### src/hdl/fru_multirecord_stream_parser_top_macros.svh
// assertion macros used by the multirecord parser core
`ifndef FRU_MULTIRECORD_STREAM_PARSER_TOP_MACROS_SVH
`define FRU_MULTIRECORD_STREAM_PARSER_TOP_MACROS_SVH

`ifndef ASSERT_OFF
// expression holds at every clock edge outside reset
`define FRU_ASSERT_ALWAYS(lbl, clk, rst, expr) \
  lbl: assert property (@(posedge clk) disable iff (rst) (expr)) \
    else $error("assertion failed: invariant");
// consequent holds in the same cycle as the antecedent
`define FRU_ASSERT_IMP(lbl, clk, rst, ante, cons) \
  lbl: assert property (@(posedge clk) disable iff (rst) (ante) |-> (cons)) \
    else $error("assertion failed: implication");
// consequent holds in the cycle after the antecedent
`define FRU_ASSERT_NEXT(lbl, clk, rst, ante, cons) \
  lbl: assert property (@(posedge clk) disable iff (rst) (ante) |=> (cons)) \
    else $error("assertion failed: next cycle");
`else
`define FRU_ASSERT_ALWAYS(lbl, clk, rst, expr)
`define FRU_ASSERT_IMP(lbl, clk, rst, ante, cons)
`define FRU_ASSERT_NEXT(lbl, clk, rst, ante, cons)
`endif

`endif

### src/hdl/fru_mr_pkg.sv
// types and constants of the multirecord parser
package fru_mr_pkg;

  localparam int BYTE_W     = 8;
  localparam int LEN_W      = 11;
  localparam int LIMIT_W    = 13;
  localparam int LIMIT_MAX  = 8191;
  localparam int ADDR_W     = 3;
  localparam int DATA_W     = 32;

  localparam logic [LIMIT_W-1:0] AREA_LIMIT_RESET = 13'd4096;
  localparam logic [0:0]         REG_AREA_LIMIT   = 1'b0;

  localparam logic [2:0] HDR_LAST_POS = 3'd4;
  localparam logic [2:0] FMT_IPMI     = 3'h2;
  localparam int         ROOM_HEADER  = 5;
  localparam logic [7:0] COUNT_MAX    = 8'hFF;

  typedef enum logic [2:0] {
    PH_HEADER = 3'b001,
    PH_DATA   = 3'b010,
    PH_STOP   = 3'b100
  } phase_t;

  typedef enum logic [2:0] {
    ST_OK          = 3'd0,
    ST_HDR_SUM     = 3'd1,
    ST_FORMAT      = 3'd2,
    ST_DATA_SUM    = 3'd3,
    ST_ROOM_HEADER = 3'd4,
    ST_ROOM_DATA   = 3'd5
  } status_t;

  typedef struct packed {
    logic [BYTE_W-1:0] in_byte;
    logic              area_start;
  } item_t;

  typedef struct packed {
    logic              kind;
    logic [BYTE_W-1:0] data_byte;
    logic [LEN_W-1:0]  data_index;
    logic [BYTE_W-1:0] record_type;
    logic [LEN_W-1:0]  record_length;
    logic [BYTE_W-1:0] record_index;
    status_t           status;
    logic              last_record;
  } result_t;

endpackage

### src/hdl/fru_mr_if.sv
// stream channel interfaces of the multirecord parser
interface fru_mr_in_if;
  import fru_mr_pkg::*;
  logic              valid;
  logic              ready;
  logic [BYTE_W-1:0] in_byte;
  logic              area_start;
  modport source(output valid, output in_byte, output area_start, input ready);
  modport sink(input valid, input in_byte, input area_start, output ready);
endinterface

interface fru_mr_out_if;
  import fru_mr_pkg::*;
  logic              valid;
  logic              ready;
  logic              kind;
  logic [BYTE_W-1:0] data_byte;
  logic [LEN_W-1:0]  data_index;
  logic [BYTE_W-1:0] record_type;
  logic [LEN_W-1:0]  record_length;
  logic [BYTE_W-1:0] record_index;
  logic [2:0]        status;
  logic              last_record;
  modport source(output valid, output kind, output data_byte, output data_index,
                 output record_type, output record_length, output record_index,
                 output status, output last_record, input ready);
  modport sink(input valid, input kind, input data_byte, input data_index,
               input record_type, input record_length, input record_index,
               input status, input last_record, output ready);
endinterface

### src/hdl/fru_multirecord_stream_parser_top.sv
// top level of the ipmi fru multirecord stream parser
//
//  channel   dir  handshake        payload
//  in_ch     in   valid / ready    in_byte, area_start
//  out_ch    out  valid / ready    kind, data_byte, data_index, record_type,
//                                  record_length, record_index, status, last_record
//  apb       in   psel / penable   area_limit at byte address 0
//
// one byte per cycle sustained while out_ch stays ready; a byte is held in the input
// register while the parser pass runs, and the result register loads when the parser
// steps, so a result shows once it has passed the input and result registers.
// rst is synchronous: area_limit returns to 4096 and the parser to area start
// a result held by out_ch stalls the parser; the input register still takes
// one more request if it is empty, after that in_ch.ready drops
module fru_multirecord_stream_parser_top #(
  parameter int AREA_BYTES = 4096
) (
  input  logic                          clk,
  input  logic                          rst,
  fru_mr_in_if.sink                     in_ch,
  fru_mr_out_if.source                  out_ch,
  input  logic                          psel,
  input  logic                          penable,
  input  logic                          pwrite,
  input  logic [fru_mr_pkg::ADDR_W-1:0] paddr,
  input  logic [fru_mr_pkg::DATA_W-1:0] pwdata,
  output logic [fru_mr_pkg::DATA_W-1:0] prdata,
  output logic                          pready
);
  import fru_mr_pkg::*;

  logic               item_valid;
  item_t              item;
  logic               out_free;
  logic               step;
  logic               res_valid;
  result_t            res;
  logic [LIMIT_W-1:0] area_limit;

  // the parser advances whenever a byte is waiting and the result slot is free
  assign step = item_valid && out_free;

  fru_mr_cfg u_cfg (
    .clk        (clk),
    .rst        (rst),
    .psel       (psel),
    .penable    (penable),
    .pwrite     (pwrite),
    .paddr      (paddr),
    .pwdata     (pwdata),
    .prdata     (prdata),
    .pready     (pready),
    .area_limit (area_limit)
  );

  // byte staging ahead of the parser
  fru_mr_in_reg u_in (
    .clk        (clk),
    .rst        (rst),
    .take       (step),
    .item_valid (item_valid),
    .item       (item),
    .in_ch      (in_ch)
  );

  // header, data and room checks, one byte per pass
  fru_mr_core #(
    .AREA_BYTES (AREA_BYTES)
  ) u_core (
    .clk        (clk),
    .rst        (rst),
    .step       (step),
    .item       (item),
    .area_limit (area_limit),
    .res_valid  (res_valid),
    .res        (res)
  );

  // results only load on a step that produced one
  fru_mr_out_reg u_out (
    .clk    (clk),
    .rst    (rst),
    .load   (step && res_valid),
    .res    (res),
    .free   (out_free),
    .out_ch (out_ch)
  );

endmodule

### src/hdl/fru_mr_cfg.sv
// apb register block holding the area limit
module fru_mr_cfg (
  input  logic                          clk,
  input  logic                          rst,
  input  logic                          psel,
  input  logic                          penable,
  input  logic                          pwrite,
  input  logic [fru_mr_pkg::ADDR_W-1:0] paddr,
  input  logic [fru_mr_pkg::DATA_W-1:0] pwdata,
  output logic [fru_mr_pkg::DATA_W-1:0] prdata,
  output logic                          pready,
  output logic [fru_mr_pkg::LIMIT_W-1:0] area_limit
);
  import fru_mr_pkg::*;

  logic       hit;
  logic       wr;

  assign hit    = (paddr[ADDR_W-1:2] == REG_AREA_LIMIT);
  assign wr     = psel && penable && pwrite && pready;
  assign pready = 1'b1;
  assign prdata = hit ? DATA_W'(area_limit) : '0;

  always_ff @(posedge clk) begin
    if (rst) begin
      area_limit <= AREA_LIMIT_RESET;
    end else if (wr && hit) begin
      area_limit <= pwdata[LIMIT_W-1:0];
    end
  end

endmodule

### src/hdl/fru_mr_in_reg.sv
// input register in front of the parser
module fru_mr_in_reg (
  input  logic              clk,
  input  logic              rst,
  input  logic              take,
  output logic              item_valid,
  output fru_mr_pkg::item_t item,
  fru_mr_in_if.sink         in_ch
);
  import fru_mr_pkg::*;

  logic accept;

  assign in_ch.ready = !item_valid || take;
  assign accept      = in_ch.valid && in_ch.ready;

  always_ff @(posedge clk) begin
    if (rst) begin
      item_valid <= 1'b0;
    end else if (accept) begin
      item_valid <= 1'b1;
    end else if (take) begin
      item_valid <= 1'b0;
    end
  end

  always_ff @(posedge clk) begin
    if (accept) begin
      item.in_byte    <= in_ch.in_byte;
      item.area_start <= in_ch.area_start;
    end
  end

endmodule

### src/hdl/fru_mr_core.sv
// parser state and per-byte header, data and room checks
`include "fru_multirecord_stream_parser_top_macros.svh"

module fru_mr_core #(
  parameter int AREA_BYTES = 4096
) (
  input  logic                           clk,
  input  logic                           rst,
  input  logic                           step,
  input  fru_mr_pkg::item_t              item,
  input  logic [fru_mr_pkg::LIMIT_W-1:0] area_limit,
  output logic                           res_valid,
  output fru_mr_pkg::result_t            res
);
  import fru_mr_pkg::*;

  localparam int LIM_MAX = (AREA_BYTES < LIMIT_MAX) ? AREA_BYTES : LIMIT_MAX;
  localparam int UW      = $clog2(LIM_MAX + 1);
  localparam int CW      = LIMIT_W + 1;

  phase_t            phase, phase_next;
  logic [2:0]        header_pos, header_pos_next;
  logic [7:0]        header_sum, header_sum_next;
  logic [7:0]        type_reg, type_reg_next;
  logic              end_flag, end_flag_next;
  logic [2:0]        fmt_reg, fmt_reg_next;
  logic [LEN_W-1:0]  length_reg, length_reg_next;
  logic [7:0]        data_check, data_check_next;
  logic [7:0]        data_sum, data_sum_next;
  logic [LEN_W-1:0]  data_pos, data_pos_next;
  logic [UW-1:0]     area_used, area_used_next;
  logic [7:0]        record_count, record_count_next;

  // state as seen after an optional restart
  phase_t            c_phase;
  logic [2:0]        c_hpos;
  logic [7:0]        c_hsum, c_type, c_dcheck, c_dsum, c_count;
  logic              c_end;
  logic [2:0]        c_fmt;
  logic [LEN_W-1:0]  c_len, c_dpos;
  logic [UW-1:0]     c_used;

  logic [7:0]        b;
  logic [CW-1:0]     lim, used_c, used_i, room0, room1;
  logic [7:0]        hsum_i, dsum_i, count_inc;
  logic [LEN_W:0]    dpos_inc;

  assign b = item.in_byte;

  always_comb begin
    if (item.area_start) begin
      c_phase  = PH_HEADER;
      c_hpos   = '0;
      c_hsum   = '0;
      c_type   = '0;
      c_end    = 1'b0;
      c_fmt    = '0;
      c_len    = '0;
      c_dcheck = '0;
      c_dsum   = '0;
      c_dpos   = '0;
      c_used   = '0;
      c_count  = '0;
    end else begin
      c_phase  = phase;
      c_hpos   = header_pos;
      c_hsum   = header_sum;
      c_type   = type_reg;
      c_end    = end_flag;
      c_fmt    = fmt_reg;
      c_len    = length_reg;
      c_dcheck = data_check;
      c_dsum   = data_sum;
      c_dpos   = data_pos;
      c_used   = area_used;
      c_count  = record_count;
    end
  end

  // room left before and after this byte is counted
  assign lim       = (CW'(area_limit) > CW'(LIM_MAX)) ? CW'(LIM_MAX) : CW'(area_limit);
  assign used_c    = CW'(c_used);
  assign used_i    = CW'(c_used) + CW'(1);
  assign room0     = (lim > used_c) ? (lim - used_c) : '0;
  assign room1     = (lim > used_i) ? (lim - used_i) : '0;
  assign hsum_i    = c_hsum + b;
  assign dsum_i    = c_dsum + b;
  assign count_inc = (c_count == COUNT_MAX) ? c_count : c_count + 8'd1;
  assign dpos_inc  = {1'b0, c_dpos} + {{LEN_W{1'b0}}, 1'b1};

  always_comb begin
    phase_next        = c_phase;
    header_pos_next   = c_hpos;
    header_sum_next   = c_hsum;
    type_reg_next     = c_type;
    end_flag_next     = c_end;
    fmt_reg_next      = c_fmt;
    length_reg_next   = c_len;
    data_check_next   = c_dcheck;
    data_sum_next     = c_dsum;
    data_pos_next     = c_dpos;
    area_used_next    = c_used;
    record_count_next = c_count;

    res_valid         = 1'b0;
    res.kind          = 1'b1;
    res.data_byte     = '0;
    res.data_index    = '0;
    res.record_type   = c_type;
    res.record_length = c_len;
    res.record_index  = c_count;
    res.status        = ST_OK;
    res.last_record   = 1'b1;

    unique case (c_phase)
      PH_HEADER: begin
        if (c_hpos == 3'd0 && room0 < CW'(ROOM_HEADER)) begin
          // not even room for a header: byte is not counted against the area
          type_reg_next     = '0;
          length_reg_next   = '0;
          res_valid         = 1'b1;
          res.record_type   = '0;
          res.record_length = '0;
          res.status        = ST_ROOM_HEADER;
          phase_next        = PH_STOP;
        end else begin
          header_sum_next = hsum_i;
          area_used_next  = c_used + UW'(1);
          unique case (c_hpos)
            3'd0: type_reg_next = b;
            3'd1: begin
              fmt_reg_next  = b[2:0];
              end_flag_next = b[3];
            end
            3'd2: length_reg_next = {b, 3'b000};
            3'd3: data_check_next = b;
            default: ;
          endcase
          if (c_hpos < HDR_LAST_POS) begin
            header_pos_next = c_hpos + 3'd1;
          end else begin
            header_pos_next = '0;
            priority if (hsum_i != 8'd0) begin
              res_valid  = 1'b1;
              res.status = ST_HDR_SUM;
              phase_next = PH_STOP;
            end else if (c_fmt != FMT_IPMI) begin
              res_valid  = 1'b1;
              res.status = ST_FORMAT;
              phase_next = PH_STOP;
            end else if (room1 < CW'(c_len)) begin
              res_valid  = 1'b1;
              res.status = ST_ROOM_DATA;
              phase_next = PH_STOP;
            end else begin
              data_sum_next = '0;
              data_pos_next = '0;
              if (c_len == '0) begin
                // empty record closes at once, data sum is only the check byte
                res_valid = 1'b1;
                if (c_dcheck != 8'd0) begin
                  res.status = ST_DATA_SUM;
                  phase_next = PH_STOP;
                end else begin
                  res.last_record   = c_end;
                  record_count_next = count_inc;
                  header_sum_next   = '0;
                  phase_next        = c_end ? PH_STOP : PH_HEADER;
                end
              end else begin
                phase_next = PH_DATA;
              end
            end
          end
        end
      end
      PH_DATA: begin
        area_used_next = c_used + UW'(1);
        data_sum_next  = dsum_i;
        res_valid      = 1'b1;
        res.data_byte  = b;
        res.data_index = c_dpos;
        if (dpos_inc < {1'b0, c_len}) begin
          res.kind        = 1'b0;
          res.last_record = 1'b0;
          data_pos_next   = dpos_inc[LEN_W-1:0];
        end else if (dsum_i + c_dcheck != 8'd0) begin
          res.status = ST_DATA_SUM;
          phase_next = PH_STOP;
        end else begin
          // last data byte rides in the record summary
          res.last_record   = c_end;
          record_count_next = count_inc;
          header_pos_next   = '0;
          header_sum_next   = '0;
          phase_next        = c_end ? PH_STOP : PH_HEADER;
        end
      end
      default: begin
        // stopped: bytes are dropped until the next area start
        phase_next = PH_STOP;
      end
    endcase
  end

  always_ff @(posedge clk) begin
    if (rst) begin
      phase        <= PH_HEADER;
      header_pos   <= '0;
      header_sum   <= '0;
      type_reg     <= '0;
      end_flag     <= 1'b0;
      fmt_reg      <= '0;
      length_reg   <= '0;
      data_check   <= '0;
      data_sum     <= '0;
      data_pos     <= '0;
      area_used    <= '0;
      record_count <= '0;
    end else if (step) begin
      phase        <= phase_next;
      header_pos   <= header_pos_next;
      header_sum   <= header_sum_next;
      type_reg     <= type_reg_next;
      end_flag     <= end_flag_next;
      fmt_reg      <= fmt_reg_next;
      length_reg   <= length_reg_next;
      data_check   <= data_check_next;
      data_sum     <= data_sum_next;
      data_pos     <= data_pos_next;
      area_used    <= area_used_next;
      record_count <= record_count_next;
    end
  end

  `FRU_ASSERT_IMP(a_stop_silent, clk, rst, phase == PH_STOP && !item.area_start, !res_valid)
  `FRU_ASSERT_IMP(a_data_pos, clk, rst, phase == PH_DATA, data_pos < length_reg)
  `FRU_ASSERT_ALWAYS(a_used_bound, clk, rst, CW'(area_used) <= CW'(LIM_MAX))
  `FRU_ASSERT_IMP(a_data_ok, clk, rst, res_valid && !res.kind, res.status == ST_OK && !res.last_record)
  `FRU_ASSERT_NEXT(a_last_stops, clk, rst, step && res_valid && res.last_record, phase == PH_STOP)

endmodule

### src/hdl/fru_mr_out_reg.sv
// result register driving the output channel
module fru_mr_out_reg (
  input  logic                clk,
  input  logic                rst,
  input  logic                load,
  input  fru_mr_pkg::result_t res,
  output logic                free,
  fru_mr_out_if.source        out_ch
);
  import fru_mr_pkg::*;

  logic    out_valid;
  result_t hold;

  assign free = !out_valid || out_ch.ready;

  always_ff @(posedge clk) begin
    if (rst) begin
      out_valid <= 1'b0;
    end else if (load) begin
      out_valid <= 1'b1;
    end else if (out_ch.ready) begin
      out_valid <= 1'b0;
    end
  end

  always_ff @(posedge clk) begin
    if (load) begin
      hold <= res;
    end
  end

  assign out_ch.valid         = out_valid;
  assign out_ch.kind          = hold.kind;
  assign out_ch.data_byte     = hold.data_byte;
  assign out_ch.data_index    = hold.data_index;
  assign out_ch.record_type   = hold.record_type;
  assign out_ch.record_length = hold.record_length;
  assign out_ch.record_index  = hold.record_index;
  assign out_ch.status        = hold.status;
  assign out_ch.last_record   = hold.last_record;

endmodule

### src/flat_wrapper.sv
// flat-port wrapper written by rule: the top's interface ports become plain ports
module fru_multirecord_stream_parser_top_flat import fru_mr_pkg::*;
#(
  parameter int AREA_BYTES = 4096
)
  (clk, rst, psel, penable, pwrite, paddr, pwdata, prdata, pready, in_ch_valid, in_ch_in_byte, in_ch_area_start, in_ch_ready, out_ch_valid, out_ch_kind, out_ch_data_byte, out_ch_data_index, out_ch_record_type, out_ch_record_length, out_ch_record_index, out_ch_status, out_ch_last_record, out_ch_ready);
  fru_mr_in_if in_ch_i ();
  fru_mr_out_if out_ch_i ();
  input  logic clk;
  input  logic rst;
  input  logic psel;
  input  logic penable;
  input  logic pwrite;
  input  logic [fru_mr_pkg::ADDR_W-1:0] paddr;
  input  logic [fru_mr_pkg::DATA_W-1:0] pwdata;
  output logic [fru_mr_pkg::DATA_W-1:0] prdata;
  output logic pready;
  input wire logic [$bits(in_ch_i.valid)-1:0] in_ch_valid;
  input wire logic [$bits(in_ch_i.in_byte)-1:0] in_ch_in_byte;
  input wire logic [$bits(in_ch_i.area_start)-1:0] in_ch_area_start;
  output wire logic [$bits(in_ch_i.ready)-1:0] in_ch_ready;
  output wire logic [$bits(out_ch_i.valid)-1:0] out_ch_valid;
  output wire logic [$bits(out_ch_i.kind)-1:0] out_ch_kind;
  output wire logic [$bits(out_ch_i.data_byte)-1:0] out_ch_data_byte;
  output wire logic [$bits(out_ch_i.data_index)-1:0] out_ch_data_index;
  output wire logic [$bits(out_ch_i.record_type)-1:0] out_ch_record_type;
  output wire logic [$bits(out_ch_i.record_length)-1:0] out_ch_record_length;
  output wire logic [$bits(out_ch_i.record_index)-1:0] out_ch_record_index;
  output wire logic [$bits(out_ch_i.status)-1:0] out_ch_status;
  output wire logic [$bits(out_ch_i.last_record)-1:0] out_ch_last_record;
  input wire logic [$bits(out_ch_i.ready)-1:0] out_ch_ready;
  assign in_ch_i.valid = in_ch_valid;
  assign in_ch_i.in_byte = in_ch_in_byte;
  assign in_ch_i.area_start = in_ch_area_start;
  assign in_ch_ready = in_ch_i.ready;
  assign out_ch_valid = out_ch_i.valid;
  assign out_ch_kind = out_ch_i.kind;
  assign out_ch_data_byte = out_ch_i.data_byte;
  assign out_ch_data_index = out_ch_i.data_index;
  assign out_ch_record_type = out_ch_i.record_type;
  assign out_ch_record_length = out_ch_i.record_length;
  assign out_ch_record_index = out_ch_i.record_index;
  assign out_ch_status = out_ch_i.status;
  assign out_ch_last_record = out_ch_i.last_record;
  assign out_ch_i.ready = out_ch_ready;
  fru_multirecord_stream_parser_top #(.AREA_BYTES(AREA_BYTES)) u_core (.clk(clk), .rst(rst), .in_ch(in_ch_i), .out_ch(out_ch_i), .psel(psel), .penable(penable), .pwrite(pwrite), .paddr(paddr), .pwdata(pwdata), .prdata(prdata), .pready(pready));
endmodule
### config.mk
export PLATFORM = sky130hd
export DESIGN_NAME = fru_multirecord_stream_parser_top_flat
export DESIGN_NICKNAME = d
export VERILOG_FILES = /design/src/hdl/fru_mr_pkg.sv /design/src/hdl/fru_mr_if.sv /design/src/hdl/fru_multirecord_stream_parser_top.sv /design/src/hdl/fru_mr_cfg.sv /design/src/hdl/fru_mr_in_reg.sv /design/src/hdl/fru_mr_core.sv /design/src/hdl/fru_mr_out_reg.sv /design/src/flat_wrapper.sv
export VERILOG_INCLUDE_DIRS = /design/src /design/src/hdl
export SDC_FILE = /design/constraint.sdc
export NUM_CORES = 1
export LEC_CHECK = 0
export CAP_MARGIN = 5
export CORE_ASPECT_RATIO = 0.6
export CORE_UTILIZATION = 35
export CTS_BUF_LIST = sky130_fd_sc_hd__clkbuf_8
export CTS_CLUSTER_DIAMETER = 200
export DETAILED_ROUTE_END_ITERATION = 6
export DONT_BUFFER_PORTS = 1
export SLEW_MARGIN = 10
export SYNTH_ARGS = -nofsm -noshare
export SYNTH_HDL_FRONTEND = slang
export SYNTH_HIERARCHICAL = 1
export SYNTH_SLANG_ARGS = --single-unit
### constraint.sdc
create_clock -name clk -period 8.4 [get_ports clk]
set_input_delay 2.1 -clock clk [delete_from_list [all_inputs] [get_ports clk]]
set_output_delay 2.1 -clock clk [all_outputs]
set_load 0.02 [all_outputs]
# == After elaboration in Yosys (flattened, before gate mapping) ==
# Cells that the tools add are included.
# classes
n_div,0
eq_ne,7
n_lt_le_gt_ge,7
multipliers,0
n_addsub,10
reduce_logical,18
bitwise_logic,1
n_mux,114
n_shift,0
# ops
op,count
8-bit two-way mux,35
11-bit two-way mux,11
3-bit two-way mux,26
13-bit two-way mux,4
8-bit one-hot mux with 2 select lines,3
19-bit two-way mux,2
14-bit two-way mux,2
13-bit one-hot mux with 2 select lines,1
8-bit adder,3
8-bit nonzero test,3
1-bit two-way mux,22
11-bit one-hot mux with 2 select lines,1
"13-bit by 1-bit adder with 14-bit output, second input constant",1
13-bit by 14-bit greater-than comparator with 1-bit output,1
14-bit by 11-bit less-than comparator with 1-bit output,1
"14-bit by 3-bit less-than comparator with 1-bit output, second input constant",1
13-bit by 13-bit subtractor with 14-bit output,1
13-bit by 14-bit subtractor with 14-bit output,1
"13-bit by 1-bit adder with 13-bit output, second input constant",1
13-bit greater-than comparator,1
"13-bit greater-than comparator, second input constant",1
"11-bit by 1-bit adder with 12-bit output, second input constant",1
12-bit by 11-bit less-than comparator with 1-bit output,1
3-bit one-hot mux with 2 select lines,2
other kinds (18),31
# word_totals
mem_bits_ro,0
mem_count,0
latchBits,0
mem_bits_rw,0
in_bits,51
reg_bits,160

# == Logic depth before layout (Yosys ltp) ==
# Gate-level depths: netlist (run 1).
# depth
word_depth,13
mapped_depth,40
mapped_depth_nobuf,33

# == Modules after synthesis ==
# The synthesis (run 1) kept the hierarchy.
# modules_own_cells
module,seq_area_each_um2,instances,area_each_um2,cells_each
fru_mr_core,1701.6,1,8265.4,1058
fru_mr_out_reg,1551.5,1,1577.8,55
fru_mr_cfg,260.2,1,847.1,93
fru_mr_in_reg,290.3,1,325.3,14
fru_multirecord_stream_parser_top,0.0,1,12.5,2

# == Worst setup path before layout (run 1) ==
# OpenSTA, ideal clock, no wires.
# synth_timing
path_type,reg-to-reg
start,register u_core/u_in/item[0] (netlist name)
end,"register u_core.u_out.hold, in the netlist u_core/u_out/out_ch.data_byte[0], enable pin"
synth_period_minus_slack_ns,8.298
setup_slack_ns,0.102
setup_time_ns,0.415
t_arrival_ns,7.884
path_stages_with_launch,39
path_cell_list,edfxtp_1 buf_6 buf_2 inv_1 clkbuf_1 clkbuf_1 buf_1 nand2_1 inv_1 ha_1 nand4_1 nor3_4 and3_1 nand3_1 xor2_1 nor2_1 inv_1 ha_1 (+3 left out) and3_1 or3_1 clkbuf_1 nor2_1 ha_1 a21oi_1 nor2b_1 o21ai_0 nand3_1 o21a_1 nor3b_1 mux2i_1 or3_1 buf_4 nand3_1 a21oi_1 o21ai_0 and3_1
# synth_between
elab_chain_cells,12
word_cells_on_any_way,32
classes_between,add/sub: 4; order compare: 5; eq/ne: 3; mux: 15; reduce/logical: 5
# synth_lines
item,line,source
13-bit two-way mux,fru_mr_core.sv:51,if (item.area_start) begin
13-bit by 1-bit adder with 14-bit output,fru_mr_core.sv:83,assign used_i = CW'(c_used) + CW'(1);
13-bit by 14-bit subtractor with 14-bit output / 13-bit by 14-bit greater-than comparator with 1-bit output (equally long branches),fru_mr_core.sv:85,assign room1 = (lim > used_i) ? (lim - used_i) : '0;
14-bit two-way mux,fru_mr_core.sv:85,
14-bit by 11-bit less-than comparator with 1-bit output,fru_mr_core.sv:151,end else if (room1 < CW'(c_len)) begin
1-bit two-way mux,fru_mr_core.sv:151,
1-bit two-way mux,fru_mr_core.sv:147,end else if (c_fmt != FMT_IPMI) begin
1-bit two-way mux,fru_mr_core.sv:143,priority if (hsum_i != 8'd0) begin
1-bit two-way mux,fru_mr_core.sv:139,if (c_hpos < HDR_LAST_POS) begin
1-bit two-way mux,fru_mr_core.sv:117,if (c_hpos == 3'd0 && room0 < CW'(ROOM_HEADER)) begin
1-bit one-hot mux with 2 select lines (*),fru_mr_core.sv:115,unique case (c_phase)
net u_core.res_valid,fru_multirecord_stream_parser_top.sv:36,logic res_valid;
1-bit logical AND (*),fru_multirecord_stream_parser_top.sv:83,".load (step && res_valid),"
to (signal assigned),fru_mr_out_reg.sv:29,hold <= res;
to (decl),fru_mr_out_reg.sv:13,result_t hold;
# The timed path passes the listed nets; every way through them passes the cells marked *.
# A chain may end at the register's enable or synchronous reset.

# == Final worst setup path (run 1) ==
# layout_timing
start,register u_core/u_in/item[0] (netlist name)
end,"register u_core.u_out.hold, in the netlist u_core/u_out/out_ch.record_length[6], enable pin"
# layout_between
elab_chain_cells,12
word_cells_on_any_way,32
classes_between,add/sub: 4; order compare: 5; eq/ne: 3; mux: 15; reduce/logical: 5
# layout_lines
item,line
13-bit two-way mux,fru_mr_core.sv:51
13-bit by 1-bit adder with 14-bit output,fru_mr_core.sv:83
13-bit by 14-bit subtractor with 14-bit output / 13-bit by 14-bit greater-than comparator with 1-bit output (equally long branches),fru_mr_core.sv:85
14-bit two-way mux,fru_mr_core.sv:85
14-bit by 11-bit less-than comparator with 1-bit output,fru_mr_core.sv:151
1-bit two-way mux,fru_mr_core.sv:151
1-bit two-way mux,fru_mr_core.sv:147
1-bit two-way mux,fru_mr_core.sv:143
1-bit two-way mux,fru_mr_core.sv:139
1-bit two-way mux,fru_mr_core.sv:117
1-bit one-hot mux with 2 select lines (*),fru_mr_core.sv:115
net u_core.res_valid,fru_multirecord_stream_parser_top.sv:36
1-bit logical AND (*),fru_multirecord_stream_parser_top.sv:83
# Marks and branches as above.

==> summary.txt, run 1 <==
Met1 usage -> 32.6%
Setup bufs post-CTS -> 0
Largest net degree at the start of global routing -> 71
IO Port Bufs -> 0
RSZ-0062 raised after global routing -> false
Worst hold path class -> reg2reg
Met3 Use GR -> 4.86%
Synth Area per Inst -> 9.02 sq um
PD cells -> 146 nW/um^2
Cell variety after synth -> 109
Final #Nets -> 1,325
Die area -> 32,200 sq um
First-pass GRT wire length -> 49.5 mm
# diodes -> 0
GR Layer Usage met2 -> 25.5%
Std-Cell Rows -> 49
Die Y -> 139 microns
CP Capture Type -> flip-flop
Via/cell ratio -> 5.70
Rel. slew slack -> 25.0%
Core area -> 30,500 sq um
Vias in the first global route -> 8,337
Filler cell count -> 3,065
Post-synthesis sequential area ratio -> 34.5%
Via count -> 9,239
Die W -> 231 microns
Avg WL per Cell -> 19.9 microns
Arr. time, crit path -> 7.66 ns
Final setup skew -> 0.0301 ns
Max-slew violations -> 0
Critical path class -> reg2reg
Final RePlAce weighted congestion -> 0.916
Gr busiest metal -> met1
Max incr delay on CP -> 0.55 ns
FFs w/ async S/R, synth -> 0%
Regs by FF count -> u_core/u_cfg/area_limit (13), u_core/u_core/area_used (13)
Worst-Skew Late Latency -> 0.52 ns
Power, Total -> 1720 uW
Ports -> 137
Final setup fails -> 0
Detail Placement HPWL -> 24.1 mm
Longest Clk Path Bufs -> 2
Post-synth EDFFs -> 60
Syn Inst Count -> 1,222
Final ANT Viol Nets -> 0
Area growth, synth to finish -> 6.47%
Post-route setup TNS -> 0 ns
CTS Buf Count -> 17
Crit-path max FO -> 52
Slew @ Worst Pin -> 1.13 ns
Max Clock Freq -> 134 MHz
Max VDD drop -> 0.100 mV
Antenna violations before repair -> 0
Clock-pin slew on the worst setup and hold paths -> 0.11 ns
CP Data Required Time -> 8.59 ns
Nature of the critical path startpoint -> flip-flop
# resized after CTS -> 0
Htree depth -> 4
Post-route DRC -> 0
Synth Cell Area -> 11,000 sq um
Final wirelength -> 32.2 mm
Total clock sinks -> 160
Hold-fix buffer count after cts -> 0
Tot GR Track Use -> 20.0%
TritonCTS clock tree -> done
Congestion Overflow GR -> 0
Synth Flop Type -> dfxtp_1
Layout cells sized above 1 -> 7.83%
Final worst path period need -> 7.47 ns
Lkg Pwr -> 0.00443 uW
Register bit count reported by yosys -> 160
Status -> finished, final reports clean
Drt first pass iters -> 5
Fin crit share -> 88.9%
Crit path max-delay cell type -> edfxtp_1
Ys Warns -> 6
Starting density of the core -> 36.2%
Max Cap Violations -> 0
Initial DRC count -> 1,079
Hold Fails Final Rpt -> 0
Root buf cell -> clkbuf_8
[cell type report]
cell class	count	area, sq um	share of cell area [%]
flip-flops and latches	160	3800	32.4
repair buffers	8	72.6	0.618
clock inverters	15	210	1.79
multi-input cells	963	6720	57.3
well taps	408	510	4.35
clock buffers	17	234	1.99
inverters	50	188	1.60
[through the flow]
step / hold slack [ns] / cell area, sq um / setup WS, ns / std cells / util (%)
final: 0.445 / 11700 / 0.930 / 1621 / 38.5
after global routing: 0.457 / 11700 / 0.458 / 1621 / 38.5
after CTS: 0.437 / 11700 / 1.05 / 1621 / 38.5
after detailed placement: 0.422 / 11300 / 1.12 / 1589 / 37.1
after global placement: 0.416 / 11300 / 1.23 / 1589 / 37.1
after floorplan: 0.409 / 11100 / 0.102 / 1240 / -
[placed cells by master, fill, tap and decap left out, drive strengths merged, types with 7 or more instances in the layout]
cell type | netlist | layout
nor2 | 119 | 119
a211oi | 8 | 8
nand2 | 71 | 71
o21ai | 44 | 44
clkinv | 1 | 8
xnor2 | 39 | 39
and2 | 37 | 37
nor3 | 31 | 31
ha | 69 | 69
a21o | 21 | 21
and2b | 8 | 8
edfxtp | 60 | 60
a22o | 10 | 10
mux2i | 18 | 18
conb | 2 | 20
nand2b | 47 | 47
a22oi | 21 | 21
nand4 | 15 | 15
a32o | 17 | 17
buf | 38 | 8
nor4 | 7 | 7
nor2b | 64 | 64
o21a | 9 | 9
inv | 49 | 56
clkbuf | 29 | 17
nor3b | 7 | 7
a31oi | 18 | 18
dfxtp | 100 | 100
xor2 | 23 | 23
and3 | 15 | 15
nand3 | 36 | 36
a21oi | 63 | 63
o2bb2ai | 16 | 16
[layer usage]
layer | part of all wire [%] | wire length, microns
met1 | 54 | 17300
met2 | 38 | 12200
met3 | 7.3 | 2350
met4 | 0.93 | 298
met5 | 0 | 0
[worst max-delay path, delay by kind of cell, from the launching register on]
kind | cells | cell delay, ns
xor+xnor | 1 | 0.15
fa+ha+maj | 3 | 0.91
simple gates | 18 | 4.11
mux | 1 | 0.16
compound gates | 5 | 0.88
flops | 1 | 0.55
buf+inv | 2 | 0.32
[where the power goes]
part           internal, uW  switching, uW
combinational          75.6            151
clock                   260            380
sequential              823           26.8
total                  1160            557
[synthesized netlist by cell type, types with 7 or more instances]
cell type	n	area (sq um)
a211oi_1	7	52.6
a21o_1	21	158
a21oi_1	58	290
a22o_1	10	87.6
a22oi_1	21	158
a31oi_1	18	113
a32o_1	17	170
and2_1	36	225
and3_1	15	93.8
buf_2	8	40.0
buf_4	24	180
clkbuf_1	29	109
dfxtp_1	100	2000
edfxtp_1	60	1800
ha_1	69	863
inv_1	47	176
mux2i_1	16	160
nand2_1	71	267
nand2b_1	43	269
nand3_1	35	175
nand4_1	14	87.6
nor2_1	118	443
nor2b_1	63	394
nor3_1	28	140
o21a_1	9	67.6
o21ai_0	35	175
o21ai_1	7	35.0
o2bb2ai_1	16	140
xnor2_1	37	324
xor2_1	23	201
[logic make-up after synthesis]
group | count (synthesis) | synth area share (%)
multiplexers | 18 | 1.78
AO/OA/AOI/OAI | 298 | 19.8
buffers and inverters | 117 | 5.17
other | 2 | 0.0681
XOR/XNOR | 62 | 5.06
AND/OR/NAND/NOR | 488 | 24.6
flip-flops | 160 | 34.5
adder cells (fa/ha/maj) | 77 | 9.03
[final timing paths]
kind / endpoint / from / depth (start not counted) / slack, ns
max: u_core/u_out/out_ch.record_length[6] / u_core/u_in/item[0] / 30 / 0.93
min: u_core/u_core/length_reg[2] / u_core/u_core/length_reg[2] / 2 / 0.45
max reg2reg: u_core/u_out/out_ch.record_length[6] / u_core/u_in/item[0] / 30 / 0.93
min reg2reg: u_core/u_core/length_reg[2] / u_core/u_core/length_reg[2] / 2 / 0.45
(Power assumes the default switching activity.)
==> run 2, diff against run 1 <==
--- a/config.mk
+++ b/config.mk
@@ -16,5 +16,4 @@
 export SLEW_MARGIN = 10
 export SYNTH_ARGS = -nofsm -noshare
 export SYNTH_HDL_FRONTEND = slang
-export SYNTH_HIERARCHICAL = 1
 export SYNTH_SLANG_ARGS = --single-unit
==> run 2 against run 1 <==
Net effect:
- worst hold slack better by 0.018 ns
- worst setup slack worse by 0.055 ns
- synthesized cell count up 3.6%
- first-iteration DRC count up 12%
- flip-flop and latch count unchanged
- via count up 4.1%
- combinational power up 7%
- critical path depth down 3
- utilization down 0.36 points
- cell count up 1.9%
==> summary.txt, run 2 <==
Status -> finished, final reports clean
Max-slew violations -> 0
Starting density of the core -> 36.0%
Synth Flop Type -> dfxtp_1
Max Clock Freq -> 133 MHz
Worst hold path class -> reg2reg
Cell with the most instances after synthesis -> nand2_1
Tot GR Track Use -> 21.0%
Final setup skew -> 0.0186 ns
Post-route setup TNS -> 0 ns
Top cell type's share of synthesized area -> 18.4%
Detail Placement HPWL -> 24.8 mm
Drt first pass iters -> 5
Ports -> 137
CP Capture Type -> flip-flop
Longest Clk Path Bufs -> 2
Post-route DRC -> 0
Congestion Overflow GR -> 0
Area growth, synth to finish -> 6.18%
# diodes -> 0
Final Instance Count excl. Fillers -> 1,652
Max VDD drop -> 0.0905 mV
Total clock sinks -> 160
Die W -> 229 microns
Post-Synth Simple-Gate Area -> 23.4%
Mux share of post-synthesis cell area -> 1.22%
Rel. slew slack -> 18.6%
Hold-fix buffer count after cts -> 0
Cell variety after synth -> 86
Combinational family with the most area after synthesis -> simple AND/OR/NAND/NOR gates
Clock-pin slew on the worst setup and hold paths -> 0.09 ns
Final #Nets -> 1,356
Top cells by instance count after synthesis -> nand2_1 (129), dfxtp_1 (100), a21oi_1 (99), nor2_1 (86), o21ai_0 (73)
Via count -> 9,620
Lkg Pwr -> 0.00432 uW
Top cells by area, synth -> dfxtp_1 (18%), edfxtp_1 (17%), ha_1 (7.9%), a21oi_1 (4.6%), nand2_1 (4.5%)
Filler cell count -> 3,049
Nature of the critical path startpoint -> flip-flop
Root buf cell -> clkbuf_8
Htree depth -> 4
Commonest non-fill, non-tap cell in the layout -> nand2_1
First-pass GRT wire length -> 51.3 mm
Max Cap Violations -> 0
CTS Buf Count -> 17
Synth Area in Adders -> 8.87%
Syn Inst Count -> 1,266
Antenna violations before repair -> 0
Synth Area per Inst -> 8.58 sq um
Synth Area in Compound Gates -> 21.6%
Critical path class -> reg2reg
Die Y -> 138 microns
FFs w/ async S/R, synth -> 0%
Initial DRC count -> 1,204
Std-Cell Rows -> 49
Final ANT Viol Nets -> 0
Worst-Skew Late Latency -> 0.51 ns
Register bit count reported by yosys -> 160
RSZ-0062 raised after global routing -> false
Arr. time, crit path -> 7.68 ns
Layout cells sized above 1 -> 5.63%
Via/cell ratio -> 5.82
Regs by FF count -> u_core.u_cfg.area_limit (13), u_core.u_core.area_used (13)
CP Data Required Time -> 8.55 ns
IO Port Bufs -> 0
Synth Cell Area -> 10,900 sq um
Final worst path period need -> 7.53 ns
Post-synthesis sequential area ratio -> 35.0%
Hold Fails Final Rpt -> 0
Post-synth top area cell -> dfxtp_1
Die area -> 31,800 sq um
TritonCTS clock tree -> done
Commonest non-fill, non-tap cells in the layout -> nand2_1 (129), dfxtp_1 (100), a21oi_1 (99)
Avg WL per Cell -> 20.4 microns
Core area -> 30,200 sq um
Placed insts -> 1,620
Final wirelength -> 33.6 mm
Post-synthesis xor/xnor area fraction -> 4.76%
PD cells -> 148 nW/um^2
# resized after CTS -> 0
Final setup fails -> 0
Vias in the first global route -> 8,628
Fin crit share -> 89.6%
Slew @ Worst Pin -> 1.21 ns
Largest net degree at the start of global routing -> 53
Crit-path max FO -> 31
Final RePlAce weighted congestion -> 0.961
Ys Warns -> 0
Post-synth EDFFs -> 60
Flop2flop setup slack -> 0.87 ns
Setup bufs post-CTS -> 0
## run 2: through the flow
| stage | power (uW) | worst slack [ns] | area (sq um) | util, % | hold slack (ns) |
|---|---|---|---|---|---|
| after floorplan | 1050 | 0.0277 | 10900 | - | 0.425 |
| after global placement | 1100 | 1.23 | 11100 | 36.8 | 0.438 |
| after detailed placement | 1110 | 1.04 | 11100 | 36.8 | 0.446 |
| after CTS | 1710 | 1.01 | 11500 | 38.2 | 0.467 |
| after global routing | 1780 | 0.296 | 11500 | 38.2 | 0.484 |
| final | 1700 | 0.875 | 11500 | 38.2 | 0.463 |
## run 2: path summary, 6_finish.rpt
kind                                             to  cells after the start                       from
setup / recovery  u_core.u_out.out_ch.data_index[4]                     27        u_core.u_in.item[0]
hold / removal            u_core.u_core.data_sum[7]                      1  u_core.u_core.data_sum[7]
setup reg to reg  u_core.u_out.out_ch.data_index[4]                     27        u_core.u_in.item[0]
hold reg to reg           u_core.u_core.data_sum[7]                      1  u_core.u_core.data_sum[7]
## run 2: cell type report
class	instances	area, sq um	area share (%)
clock buffer	17	234	2.03
clock inverter	15	170	1.47
inverter	33	124	1.07
multi-input combinational	1005	6590	57.1
sequential	160	3800	33.0
tap	408	510	4.42
timing repair buffer	14	105	0.911
## run 2: cell families (layout without fill, tap and decap cells)
group / count (synthesis) / count (layout)
simple gates: 491 / 491
compound gates: 348 / 348
flops: 160 / 160
buf+inv: 119 / 79
fa+ha+maj: 74 / 74
xor+xnor: 59 / 59
mux: 13 / 13
other cells: 2 / 20
## run 2: routing by layer
metal,share of wire [%],wire (microns),up-vias,GRT usage [%]
met5,0,0,-,0
met2,36,12200,464,25.2
met3,11,3650,19,6.25
met1,52,17500,4610,34.6
li1,-,-,4527,-
met4,1.1,362,0,4.35
## run 2: power breakdown
group	total [uW]	internal [uW]	switching [uW]
clock network	608	292	316
registers	853	825	27.9
logic	243	78.4	164
## run 2: critical path: stages, from the launching register on
cell and delay (ns):
edfxtp_1 0.53, nor2b_1 0.33, ha_1 0.34, nand4_1 0.26
or2_2 0.39, nor4_1 0.32, xor2_1 0.16, ha_1 0.53
nand3_1 0.23, nor2_1 0.15, nand2_1 0.07, o311a_1 0.30
o21ai_0 0.07, buf_4 0.20, nor2_1 0.07, ha_1 0.29
a21o_1 0.18, a21oi_1 0.15, o21ai_0 0.17, nor3_1 0.19
o21ai_0 0.09, o21ai_0 0.34, nand4_1 0.41, and4_1 0.38
nor2b_1 0.18, nand2b_1 0.22, a31oi_4 0.21, buf_4 0.42
